`src/rtl/button_ir_relay_controller_defines.svh`:
```
// ---------------------------------------------------------------------------
// button ir relay controller assertion macros
// shared concurrent assertion forms, clocked on clk, disabled in reset
// ---------------------------------------------------------------------------
`ifndef BUTTON_IR_RELAY_CONTROLLER_DEFINES_SVH
`define BUTTON_IR_RELAY_CONTROLLER_DEFINES_SVH

// same-cycle implication
`define BRC_ASSERT_SAME(label, ante, cons, msg) \
    label: assert property (@(posedge clk) disable iff (!rst_n) (ante) |-> (cons)) \
        else $error(msg);

// next-cycle implication
`define BRC_ASSERT_NEXT(label, ante, cons, msg) \
    label: assert property (@(posedge clk) disable iff (!rst_n) (ante) |=> (cons)) \
        else $error(msg);

`endif

```
`src/rtl/brc_pkg.sv`:
```
// ---------------------------------------------------------------------------
// brc_pkg
// shared types, constants and helpers of the button ir relay controller
// ---------------------------------------------------------------------------
package brc_pkg;

    localparam int CHANNELS_DEF = 3;
    localparam int BTN_W        = 3;
    localparam int CODE_W       = 64;
    localparam int CNT_W        = 16;
    localparam int CLS_W        = 2;
    localparam int NEXT_W       = 2;
    localparam int CLS_OUT_W    = 6;
    localparam int CFG_IDX_W    = 2;
    localparam int CFG_DATA_W   = 16;

    // button classes
    typedef logic [CLS_W-1:0] cls_t;
    localparam cls_t CLS_IDLE     = 2'd0;
    localparam cls_t CLS_PRESSED  = 2'd1;
    localparam cls_t CLS_LONG     = 2'd2;
    localparam cls_t CLS_RELEASED = 2'd3;

    // configuration register indexes
    localparam logic [CFG_IDX_W-1:0] REG_PRESS_TICKS      = 2'd0;
    localparam logic [CFG_IDX_W-1:0] REG_LONG_PRESS_TICKS = 2'd1;
    localparam logic [CFG_IDX_W-1:0] REG_RELEASE_TICKS    = 2'd2;
    localparam logic [CFG_IDX_W-1:0] REG_POLL_PERIOD      = 2'd3;

    // configuration reset values
    localparam logic [CNT_W-1:0] PRESS_TICKS_RST      = 16'd50;
    localparam logic [CNT_W-1:0] LONG_PRESS_TICKS_RST = 16'd1000;
    localparam logic [CNT_W-1:0] RELEASE_TICKS_RST    = 16'd50;
    localparam logic [CNT_W-1:0] POLL_PERIOD_RST      = 16'd300;

    typedef struct packed {
        logic [CNT_W-1:0] press_ticks;
        logic [CNT_W-1:0] long_press_ticks;
        logic [CNT_W-1:0] release_ticks;
        logic [CNT_W-1:0] poll_period;
    } cfg_t;

    typedef struct packed {
        logic [BTN_W-1:0]  button_low;
        logic              code_valid;
        logic [CODE_W-1:0] remote_code;
    } in_item_t;

    typedef struct packed {
        logic [BTN_W-1:0]     relay_on;
        logic                 learning;
        logic [NEXT_W-1:0]    learn_next;
        logic [CLS_OUT_W-1:0] button_classes;
    } out_item_t;

    // saturating counter increment
    function automatic logic [CNT_W-1:0] sat_inc(input logic [CNT_W-1:0] cnt);
        sat_inc = (cnt == '1) ? cnt : cnt + 1'b1;
    endfunction

endpackage

```
`src/rtl/brc_if.sv`:
```
// ---------------------------------------------------------------------------
// brc channel interfaces
// valid/ready channels for input words and result words
// ---------------------------------------------------------------------------
interface brc_in_if;
    import brc_pkg::*;

    logic     valid;
    logic     ready;
    in_item_t data;

    modport source (output valid, output data, input ready);
    modport sink   (input valid, input data, output ready);
endinterface

interface brc_out_if;
    import brc_pkg::*;

    logic      valid;
    logic      ready;
    out_item_t data;

    modport source (output valid, output data, input ready);
    modport sink   (input valid, input data, output ready);
endinterface

```
`src/rtl/button_ir_relay_controller.sv`:
```
// ---------------------------------------------------------------------------
// button_ir_relay_controller
// relay control from debounced buttons and learned infrared remote codes
// ---------------------------------------------------------------------------
// The block takes one tick word per clock cycle while ready is high and returns
// exactly one result word for it. A word is first captured in an input register;
// when the result register is free or being read, the button trackers and the
// mode controller update all state at once and the result register is loaded,
// so a full word follows every cycle unless stalled. Ready drops only
// while both registers are full and the result word is not being taken.
// Configuration writes on cfg_wr_en take effect at once and are meant for an
// idle block.
`include "button_ir_relay_controller_defines.svh"

module button_ir_relay_controller
#(
    parameter int CHANNELS = brc_pkg::CHANNELS_DEF
)
(
    input  logic                              clk,
    input  logic                              rst_n,
    brc_in_if.sink                            item,
    brc_out_if.source                         result,
    input  logic                              cfg_wr_en,
    input  logic [brc_pkg::CFG_IDX_W-1:0]     cfg_index,
    input  logic [brc_pkg::CFG_DATA_W-1:0]    cfg_data
);
    import brc_pkg::*;

    localparam int IDX_W   = $clog2(CHANNELS);
    localparam int PAD_W   = (CHANNELS > BTN_W) ? CHANNELS : BTN_W;
    localparam int IDX_P_W = (IDX_W > NEXT_W) ? IDX_W : NEXT_W;

    cfg_t                cfg_reg;
    logic                in_vld_reg;
    in_item_t            in_reg;
    logic                out_vld_reg;
    out_item_t           out_reg;
    out_item_t           out_next;
    logic                advance;
    logic                accept;
    logic [PAD_W-1:0]    btn_pad;
    cls_t [CHANNELS-1:0] cls_next;
    logic [CHANNELS-1:0] relay_next;
    logic                learning_next;
    logic [IDX_W-1:0]    learn_idx_next;
    logic [PAD_W-1:0]    relay_pad;
    logic [2*PAD_W-1:0]  cls_flat;
    logic [IDX_P_W-1:0]  idx_pad;

    // handshake
    assign advance      = in_vld_reg && (!out_vld_reg || result.ready);
    assign item.ready   = !in_vld_reg || advance;
    assign accept       = item.valid && item.ready;
    assign result.valid = out_vld_reg;
    assign result.data  = out_reg;

    // configuration registers
    always_ff @(posedge clk or negedge rst_n)
    begin
        if (!rst_n)
        begin
            cfg_reg.press_ticks      <= PRESS_TICKS_RST;
            cfg_reg.long_press_ticks <= LONG_PRESS_TICKS_RST;
            cfg_reg.release_ticks    <= RELEASE_TICKS_RST;
            cfg_reg.poll_period      <= POLL_PERIOD_RST;
        end
        else if (cfg_wr_en)
        begin
            unique case (cfg_index)
                REG_PRESS_TICKS:      cfg_reg.press_ticks      <= cfg_data;
                REG_LONG_PRESS_TICKS: cfg_reg.long_press_ticks <= cfg_data;
                REG_RELEASE_TICKS:    cfg_reg.release_ticks    <= cfg_data;
                REG_POLL_PERIOD:      cfg_reg.poll_period      <= cfg_data;
                default:              cfg_reg                  <= cfg_reg;
            endcase
        end
    end

    // input register
    always_ff @(posedge clk or negedge rst_n)
    begin
        if (!rst_n)
        begin
            in_vld_reg <= 1'b0;
        end
        else if (accept)
        begin
            in_vld_reg <= 1'b1;
        end
        else if (advance)
        begin
            in_vld_reg <= 1'b0;
        end
    end

    always_ff @(posedge clk)
    begin
        if (accept)
        begin
            in_reg <= item.data;
        end
    end

    // buttons beyond the input width read as released
    assign btn_pad = PAD_W'(in_reg.button_low);

    // per-button class trackers
    for (genvar g = 0; g < CHANNELS; g++)
    begin : g_btn
        brc_button u_button
        (
            .clk      (clk),
            .rst_n    (rst_n),
            .advance  (advance),
            .low      (btn_pad[g]),
            .cfg      (cfg_reg),
            .cls_next (cls_next[g])
        );
    end

    // mode controller
    brc_core
    #(
        .CHANNELS (CHANNELS),
        .IDX_W    (IDX_W)
    )
    u_core
    (
        .clk            (clk),
        .rst_n          (rst_n),
        .advance        (advance),
        .code_valid     (in_reg.code_valid),
        .remote_code    (in_reg.remote_code),
        .poll_period    (cfg_reg.poll_period),
        .cls            (cls_next),
        .relay_next     (relay_next),
        .learning_next  (learning_next),
        .learn_idx_next (learn_idx_next)
    );

    // result word packing
    always_comb
    begin
        relay_pad = PAD_W'(relay_next);
        idx_pad   = IDX_P_W'(learn_idx_next);
        cls_flat  = '0;
        for (int i = 0; i < CHANNELS; i++)
        begin
            cls_flat[2*i +: 2] = cls_next[i];
        end
        out_next.relay_on       = relay_pad[BTN_W-1:0];
        out_next.learning       = learning_next;
        out_next.learn_next     = idx_pad[NEXT_W-1:0];
        out_next.button_classes = cls_flat[CLS_OUT_W-1:0];
    end

    // result register
    always_ff @(posedge clk or negedge rst_n)
    begin
        if (!rst_n)
        begin
            out_vld_reg <= 1'b0;
        end
        else if (advance)
        begin
            out_vld_reg <= 1'b1;
        end
        else if (result.ready)
        begin
            out_vld_reg <= 1'b0;
        end
    end

    always_ff @(posedge clk)
    begin
        if (advance)
        begin
            out_reg <= out_next;
        end
    end

    // checks
    `BRC_ASSERT_SAME(a_idle_index_zero,
        out_vld_reg && !out_reg.learning, out_reg.learn_next == '0,
        "learn index not zero in idle mode")
    `BRC_ASSERT_SAME(a_learn_relays_off,
        out_vld_reg && out_reg.learning && out_reg.learn_next != '0, out_reg.relay_on == '0,
        "relay on while learning past the first channel")
    `BRC_ASSERT_NEXT(a_accept_fills_input,
        accept, in_vld_reg,
        "accepted word not held in input register")
    `BRC_ASSERT_NEXT(a_stall_keeps_input,
        in_vld_reg && !advance, in_vld_reg && $stable(in_reg),
        "input register changed while stalled")

endmodule

```
`src/rtl/brc_button.sv`:
```
// ---------------------------------------------------------------------------
// brc_button
// per-button class tracker with saturating press and release counters
// ---------------------------------------------------------------------------
module brc_button
(
    input  logic          clk,
    input  logic          rst_n,
    input  logic          advance,
    input  logic          low,
    input  brc_pkg::cfg_t cfg,
    output brc_pkg::cls_t cls_next
);
    import brc_pkg::*;

    logic [CNT_W-1:0] press_cnt_reg;
    logic [CNT_W-1:0] press_cnt_next;
    logic [CNT_W-1:0] release_cnt_reg;
    logic [CNT_W-1:0] release_cnt_next;
    cls_t             cls_reg;
    logic [CNT_W-1:0] press_inc;
    logic [CNT_W-1:0] release_inc;

    assign press_inc   = sat_inc(press_cnt_reg);
    assign release_inc = sat_inc(release_cnt_reg);

    // class update for one tick
    always_comb
    begin
        press_cnt_next   = press_cnt_reg;
        release_cnt_next = release_cnt_reg;
        cls_next         = cls_reg;
        if (low)
        begin
            press_cnt_next = press_inc;
            if (press_inc > cfg.long_press_ticks)
            begin
                cls_next = CLS_LONG;
            end
            else if (press_inc > cfg.press_ticks)
            begin
                cls_next         = CLS_PRESSED;
                release_cnt_next = '0;
            end
        end
        else
        begin
            if (cls_reg == CLS_PRESSED || cls_reg == CLS_LONG)
            begin
                cls_next = CLS_RELEASED;
            end
            release_cnt_next = release_inc;
            if (release_inc > cfg.release_ticks)
            begin
                press_cnt_next = '0;
                cls_next       = CLS_IDLE;
            end
        end
    end

    // state registers
    always_ff @(posedge clk or negedge rst_n)
    begin
        if (!rst_n)
        begin
            press_cnt_reg   <= '0;
            release_cnt_reg <= '0;
            cls_reg         <= CLS_IDLE;
        end
        else if (advance)
        begin
            press_cnt_reg   <= press_cnt_next;
            release_cnt_reg <= release_cnt_next;
            cls_reg         <= cls_next;
        end
    end

endmodule

```
`src/rtl/brc_core.sv`:
```
// ---------------------------------------------------------------------------
// brc_core
// idle and learn mode controller: relays, learned codes, held code, polling
// ---------------------------------------------------------------------------
module brc_core
#(
    parameter int CHANNELS = brc_pkg::CHANNELS_DEF,
    parameter int IDX_W    = $clog2(CHANNELS)
)
(
    input  logic                             clk,
    input  logic                             rst_n,
    input  logic                             advance,
    input  logic                             code_valid,
    input  logic [brc_pkg::CODE_W-1:0]       remote_code,
    input  logic [brc_pkg::CNT_W-1:0]        poll_period,
    input  brc_pkg::cls_t [CHANNELS-1:0]     cls,
    output logic [CHANNELS-1:0]              relay_next,
    output logic                             learning_next,
    output logic [IDX_W-1:0]                 learn_idx_next
);
    import brc_pkg::*;

    logic [CHANNELS-1:0] relay_reg;
    logic                learn_reg;
    logic [IDX_W-1:0]    learn_idx_reg;
    logic [CODE_W-1:0]   stored_reg [CHANNELS];
    logic [CODE_W-1:0]   stored_next [CHANNELS];
    cls_t                prev_reg [CHANNELS];
    cls_t                prev_next [CHANNELS];
    logic [CNT_W-1:0]    poll_reg;
    logic [CNT_W-1:0]    poll_next;
    logic                held_reg;
    logic                held_next;
    logic [CODE_W-1:0]   held_code_reg;
    logic [CODE_W-1:0]   held_code_next;
    logic [CNT_W-1:0]    poll_inc;

    assign poll_inc = poll_reg + 1'b1;

    // one tick of idle or learn mode
    always_comb
    begin
        relay_next     = relay_reg;
        learning_next  = learn_reg;
        learn_idx_next = learn_idx_reg;
        stored_next    = stored_reg;
        prev_next      = prev_reg;
        poll_next      = poll_reg;
        // a new code is latched only when none is held
        held_next      = held_reg | code_valid;
        held_code_next = held_reg ? held_code_reg : remote_code;
        if (learn_reg)
        begin
            if (learn_idx_reg == '0)
            begin
                relay_next = '0;
            end
            if (held_next)
            begin
                for (int i = 0; i < CHANNELS; i++)
                begin
                    if (learn_idx_reg == IDX_W'(i))
                    begin
                        stored_next[i] = held_code_next;
                    end
                end
                held_next = 1'b0;
                if (learn_idx_reg == IDX_W'(CHANNELS - 1))
                begin
                    learn_idx_next = '0;
                    learning_next  = 1'b0;
                end
                else
                begin
                    learn_idx_next = learn_idx_reg + 1'b1;
                end
            end
        end
        else
        begin
            // long press on buttons 0 and 1 enters learn mode
            if (cls[0] == CLS_LONG && cls[1] == CLS_LONG)
            begin
                learning_next = 1'b1;
            end
            if (poll_inc >= poll_period)
            begin
                // poll tick: consume the held code
                if (held_next)
                begin
                    for (int i = 0; i < CHANNELS; i++)
                    begin
                        if (stored_reg[i] == held_code_next)
                        begin
                            relay_next[i] = ~relay_reg[i];
                        end
                    end
                    held_next = 1'b0;
                end
                poll_next = '0;
            end
            else
            begin
                // button edge from idle to pressed toggles its relay
                for (int i = 0; i < CHANNELS; i++)
                begin
                    if (cls[i] == CLS_PRESSED && prev_reg[i] == CLS_IDLE)
                    begin
                        relay_next[i] = ~relay_reg[i];
                    end
                    prev_next[i] = cls[i];
                end
                poll_next = poll_inc;
            end
        end
    end

    // state registers
    always_ff @(posedge clk or negedge rst_n)
    begin
        if (!rst_n)
        begin
            relay_reg     <= '0;
            learn_reg     <= 1'b0;
            learn_idx_reg <= '0;
            poll_reg      <= '0;
            held_reg      <= 1'b0;
            held_code_reg <= '0;
            for (int i = 0; i < CHANNELS; i++)
            begin
                stored_reg[i] <= '0;
                prev_reg[i]   <= CLS_IDLE;
            end
        end
        else if (advance)
        begin
            relay_reg     <= relay_next;
            learn_reg     <= learning_next;
            learn_idx_reg <= learn_idx_next;
            poll_reg      <= poll_next;
            held_reg      <= held_next;
            held_code_reg <= held_code_next;
            stored_reg    <= stored_next;
            prev_reg      <= prev_next;
        end
    end

endmodule
```
`src/flat_wrapper.sv`:
```
// flat-port wrapper written by rule: the top's interface ports become plain ports
module button_ir_relay_controller_flat import brc_pkg::*;
#(
    parameter int CHANNELS = brc_pkg::CHANNELS_DEF
)
  (clk, rst_n, cfg_wr_en, cfg_index, cfg_data, item_valid, item_data, item_ready, result_valid, result_data, result_ready);
  brc_in_if item_i ();
  brc_out_if result_i ();
  input  logic clk;
  input  logic rst_n;
  input  logic cfg_wr_en;
  input  logic [brc_pkg::CFG_IDX_W-1:0] cfg_index;
  input  logic [brc_pkg::CFG_DATA_W-1:0] cfg_data;
  input wire logic [$bits(item_i.valid)-1:0] item_valid;
  input wire logic [$bits(item_i.data)-1:0] item_data;
  output wire logic [$bits(item_i.ready)-1:0] item_ready;
  output wire logic [$bits(result_i.valid)-1:0] result_valid;
  output wire logic [$bits(result_i.data)-1:0] result_data;
  input wire logic [$bits(result_i.ready)-1:0] result_ready;
  assign item_i.valid = item_valid;
  assign item_i.data = item_data;
  assign item_ready = item_i.ready;
  assign result_valid = result_i.valid;
  assign result_data = result_i.data;
  assign result_i.ready = result_ready;
  button_ir_relay_controller #(.CHANNELS(CHANNELS)) u_core (.clk(clk), .rst_n(rst_n), .item(item_i), .result(result_i), .cfg_wr_en(cfg_wr_en), .cfg_index(cfg_index), .cfg_data(cfg_data));
endmodule
```
`config.mk`:
```
export PLATFORM = sky130hd
export DESIGN_NAME = button_ir_relay_controller_flat
export DESIGN_NICKNAME = d
export VERILOG_FILES = /design/src/rtl/brc_pkg.sv /design/src/rtl/brc_if.sv /design/src/rtl/button_ir_relay_controller.sv /design/src/rtl/brc_button.sv /design/src/rtl/brc_core.sv /design/src/flat_wrapper.sv
export VERILOG_INCLUDE_DIRS = /design/src /design/src/rtl
export SDC_FILE = /design/constraint.sdc
export NUM_CORES = 1
export LEC_CHECK = 0
export BUFFER_PORTS_ARGS = -buffer_cell sky130_fd_sc_hd__buf_2
export CAP_MARGIN = 25
export CORE_AREA = 3 3 256 384
export CTS_BUF_LIST = sky130_fd_sc_hd__clkbuf_8
export CTS_CLUSTER_SIZE = 28
export DETAILED_ROUTE_END_ITERATION = 12
export DIE_AREA = 0 0 259 387
export PLACE_DENSITY = 0.44
export SKIP_CTS_REPAIR_TIMING = 1
export SLEW_MARGIN = 20
export SYNTH_ARGS = -nofsm -noshare
export SYNTH_HDL_FRONTEND = slang
export SYNTH_SLANG_ARGS = --single-unit
```
`constraint.sdc`:
```
create_clock -name clk -period 5 [get_ports clk]
set_input_delay 1 -clock clk [delete_from_list [all_inputs] [get_ports clk]]
set_output_delay 1 -clock clk [all_outputs]
set_load 0.005 [all_outputs]
```
==> impl_results.md <==
* Status: complete, no violations
* Pin count of the biggest net entering global routing at 115
* Clock latency on the worst-skew pair at 760 ps
* Multi-input gate area at 13900 um^2
* Initial standard-cell utilization of the core at 0.299
* Number of enable-type register cells in the synthesized netlist at 80
* Critical path launch point type: register
* Clock slew at reported path FFs at 60 ps
* Post-synthesis async set-or-reset flop share at 0.850
* Number of antenna violations at the first check in global routing at 2
* Area of the die at 100000 um^2
* Worst vdd ir at 0.000206 V
* CP Class: reg2reg
* Number of ports placed on the die boundary at 105
* Total clock sinks at 533
* Post-route DRC at 0
* GRT Resource Usage Total at 0.174
* Flip-flop count of the largest register after layout at 192
* Static leakage at 14.4 nW
* First-pass GRT wire length at 133000 um
* Cell-internal power at 10.0 mW
* Gp weighted congestion at 0.831
* Reg area at 13800 um^2
* Warnings, synthesis at 0
* Synthesis-to-layout area growth at 14.8%
* Max clock buf depth at 3
* Setup crit end kind: register
* Share of the clock period used by the worst path at 0.939
* Wire length after detailed routing at 87300 um
* Antenna Violating Nets Remaining at 0
* First-pass iteration count of the detailed router at 7
* Slowest stage delay, CP at 480 ps
* Final core area utilization at 0.343
* Worst min-delay path class: in2async
* Via count of the first global-routing pass at 22000
* Arrival @ worst endpoint at 5160 ps
* Top area cells in the synthesized netlist: sky130_fd_sc_hd__dfrtp_1 38%, sky130_fd_sc_hd__edfxtp_1 8.4%, sky130_fd_sc_hd__ha_1 7.3%
* IO Port Bufs at 104
* Dpl cells at 4113
* Headroom to the max-slew limit at 0.306
* Max Freq at 213 MHz
* Number of hold-slack violations in the final timing report at 0
* H-tree levels at 3
* Worst Path Required at 5470 ps
* Die height at 387 um
* Proportion of layout cells with a drive suffix above 1 at 0.157
* Share of the yosys chip area belonging to registers at 0.483
* Clock share of power at 0.262
* Post-layout minimum cycle time at 4700 ps
* CP Cell Sequence: nand4_1 > nor3_2 > and4_1 > nand3_1 > buf_4 > and3_1 > nand3_1 > xnor2_1 > ha_1 > nand4_1 > or3_1 > o211ai_1 > a21oi_1 > a311o_1 > nor3_1 > a31o_2 > o2111ai_1
* Count of endpoints failing setup in the final report at 0
* Cell chosen for the clock root: sky130_fd_sc_hd__clkbuf_8
* Number of distinct library cell variants in the gate-level netlist after synthesis at 69
* Relative contribution of sequential cells to total power at 0.416
* Number of vias after detailed routing at 21200
* Switching fraction of total power at 0.373
* Net switching power at 5.97 mW
* Setup clock skew after layout at 51.5 ps
* Synthesized area at 28500 um^2
* Synthesized instance count at 2784
* Number of standard cells in the final layout excluding fillers at 4288
* Maxcap violations at 0
* Remaining global-route overflow at 0
* Most common cell after layout, fill and taps aside: sky130_fd_sc_hd__dfrtp_1
* Average cell area after synthesis at 10.2 um^2
* Transition at the pin with the smallest max-transition slack at 1040 ps
* Number of max-slew violations in the final report at 0
* Placement Rows at 139
* Chip Width at 259 um
* Primary flip-flop cell chosen by synthesis mapping: sky130_fd_sc_hd__dfrtp_1
* Fill cell count at 9729
* Post-synthesis net count at 3042
* Share of power burned in combinational logic at 0.322
* Post-detailed-placement half-perimeter wirelength at 64000 um
* DRC violation total after the first TritonRoute iteration at 1201
* Flop and latch count out of synthesis at 533
* Top library cells by usage in the layout, fill and taps aside: 436 x sky130_fd_sc_hd__dfrtp_1, 415 x sky130_fd_sc_hd__nand2_1, 373 x sky130_fd_sc_hd__o21ai_0, 175 x sky130_fd_sc_hd__xnor2_1, 167 x sky130_fd_sc_hd__ha_1
* Number of vias per cell after detailed routing at 4.95
* Number of clock buffers inserted by TritonCTS at 93
* Setup repair after global routing missed its margin: no
* Sum Neg Setup Slack at 0 ps
* Core region area at 95500 um^2
* Slowest cell on the critical path: sky130_fd_sc_hd__dfrtp_1
* Post-synth top area cell: sky130_fd_sc_hd__dfrtp_1
* Final routed wire length divided by cell count at 20.3 um
* TritonCTS clock tree: done
* Highest fanout seen on the critical path at 8
* Power density relative to cell area at 489 nW/um^2
* Area fraction of the dominant cell type after synthesis at 0.384
* Net count reported at finish at 3199
==> Yosys cell counts (all sizes together), types with 46 or more instances <==
cell type,count
nand4,61
edfxtp,80
a21oi,92
nand2,416
xor2,62
mux2,63
a22o,46
mux2i,68
clkbuf,97
nor2,109
inv,91
ha,167
nand3,70
o21ai,379
xnor2,175
dfrtp,437
==> per-layer routing <==
metal	global-route usage	part of all wire	vias up
li1	-	-	10200
met1	0.195	0.39	10400
met2	0.324	0.53	419
met3	0.0232	0.032	165
met4	0.0798	0.042	0
met5	0	0	-
==> power groups by stage <==
stage / Clock (mW) / Sequential (mW) / Combinational, mW
2_1_floorplan: 0 / 6.41 / 3.61
4_1_cts: 4.39 / 6.66 / 5.26
3_5_place_dp: 0 / 6.73 / 5.24
3_3_place_gp: 0 / 6.67 / 5.12
5_1_grt: 4.57 / 6.81 / 5.77
6_report: 4.20 / 6.66 / 5.15
==> through the flow <==
stage	instance area [um^2]	total power, mW	setup WS [ps]	hold slack (ps)
6_report	32700	16.0	305	243
5_1_grt	32700	17.2	8.85	259
4_1_cts	32700	16.3	242	194
3_5_place_dp	30700	12.0	257	480
3_3_place_gp	30700	11.8	342	474
2_1_floorplan	28500	10.0	516	450
==> worst max-delay path, delay by kind of cell, from the launching register on <==
| kind | cells | cell delay, ps |
|---|---|---|
| simple gates | 9 | 2150 |
| compound gates | 5 | 1220 |
| flops | 1 | 480 |
| fa+ha+maj | 1 | 300 |
| buf+inv | 1 | 180 |
| xor+xnor | 1 | 80 |
==> worst paths after layout <==
path / cells after the start / end / startpoint / slack [ps]
min reg2reg: 1 / u_core.g_btn[2].u_button.release_cnt_reg[9] / u_core.g_btn[2].u_button.release_cnt_reg[9] / 480
min: 1 / u_core.g_btn[1].u_button.release_cnt_reg[12] / rst_n / 240
max reg2reg: 17 / u_core.result.data[9] / u_core.g_btn[0].u_button.release_cnt_reg[4] / 300
max in group asynchronous: 2 / u_core.u_core.stored_reg[29] / rst_n / 3640
max: 17 / u_core.result.data[9] / u_core.g_btn[0].u_button.release_cnt_reg[4] / 300
min in group clk: 1 / u_core.in_reg[25] / item_data[25] / 420
==> area by class of cell <==
cell class	count	share of cell area
multi-input combinational	2045	0.426
clock inverter	52	0.00868
sequential	533	0.421
clock buffer	120	0.0505
antenna	1	0.0000765
inverter	92	0.0106
timing repair buffer	176	0.0353
tap	1269	0.0485
==> logic make-up (layout without fill, tap and decap cells) <==
| kind of cell | Yosys count | in the layout | synth area share |
|---|---|---|---|
| adder cells (fa/ha/maj) | 167 | 167 | 0.0733 |
| buffers and inverters | 206 | 440 | 0.0302 |
| flip-flops | 533 | 533 | 0.483 |
| AND/OR/NAND/NOR | 841 | 841 | 0.137 |
| XOR/XNOR | 237 | 237 | 0.0728 |
| other | 0 | 1 | 0 |
| multiplexers | 131 | 131 | 0.0647 |
| AO/OA/AOI/OAI | 669 | 669 | 0.139 |
No activity file was read; power rests on OpenSTA's default activity.
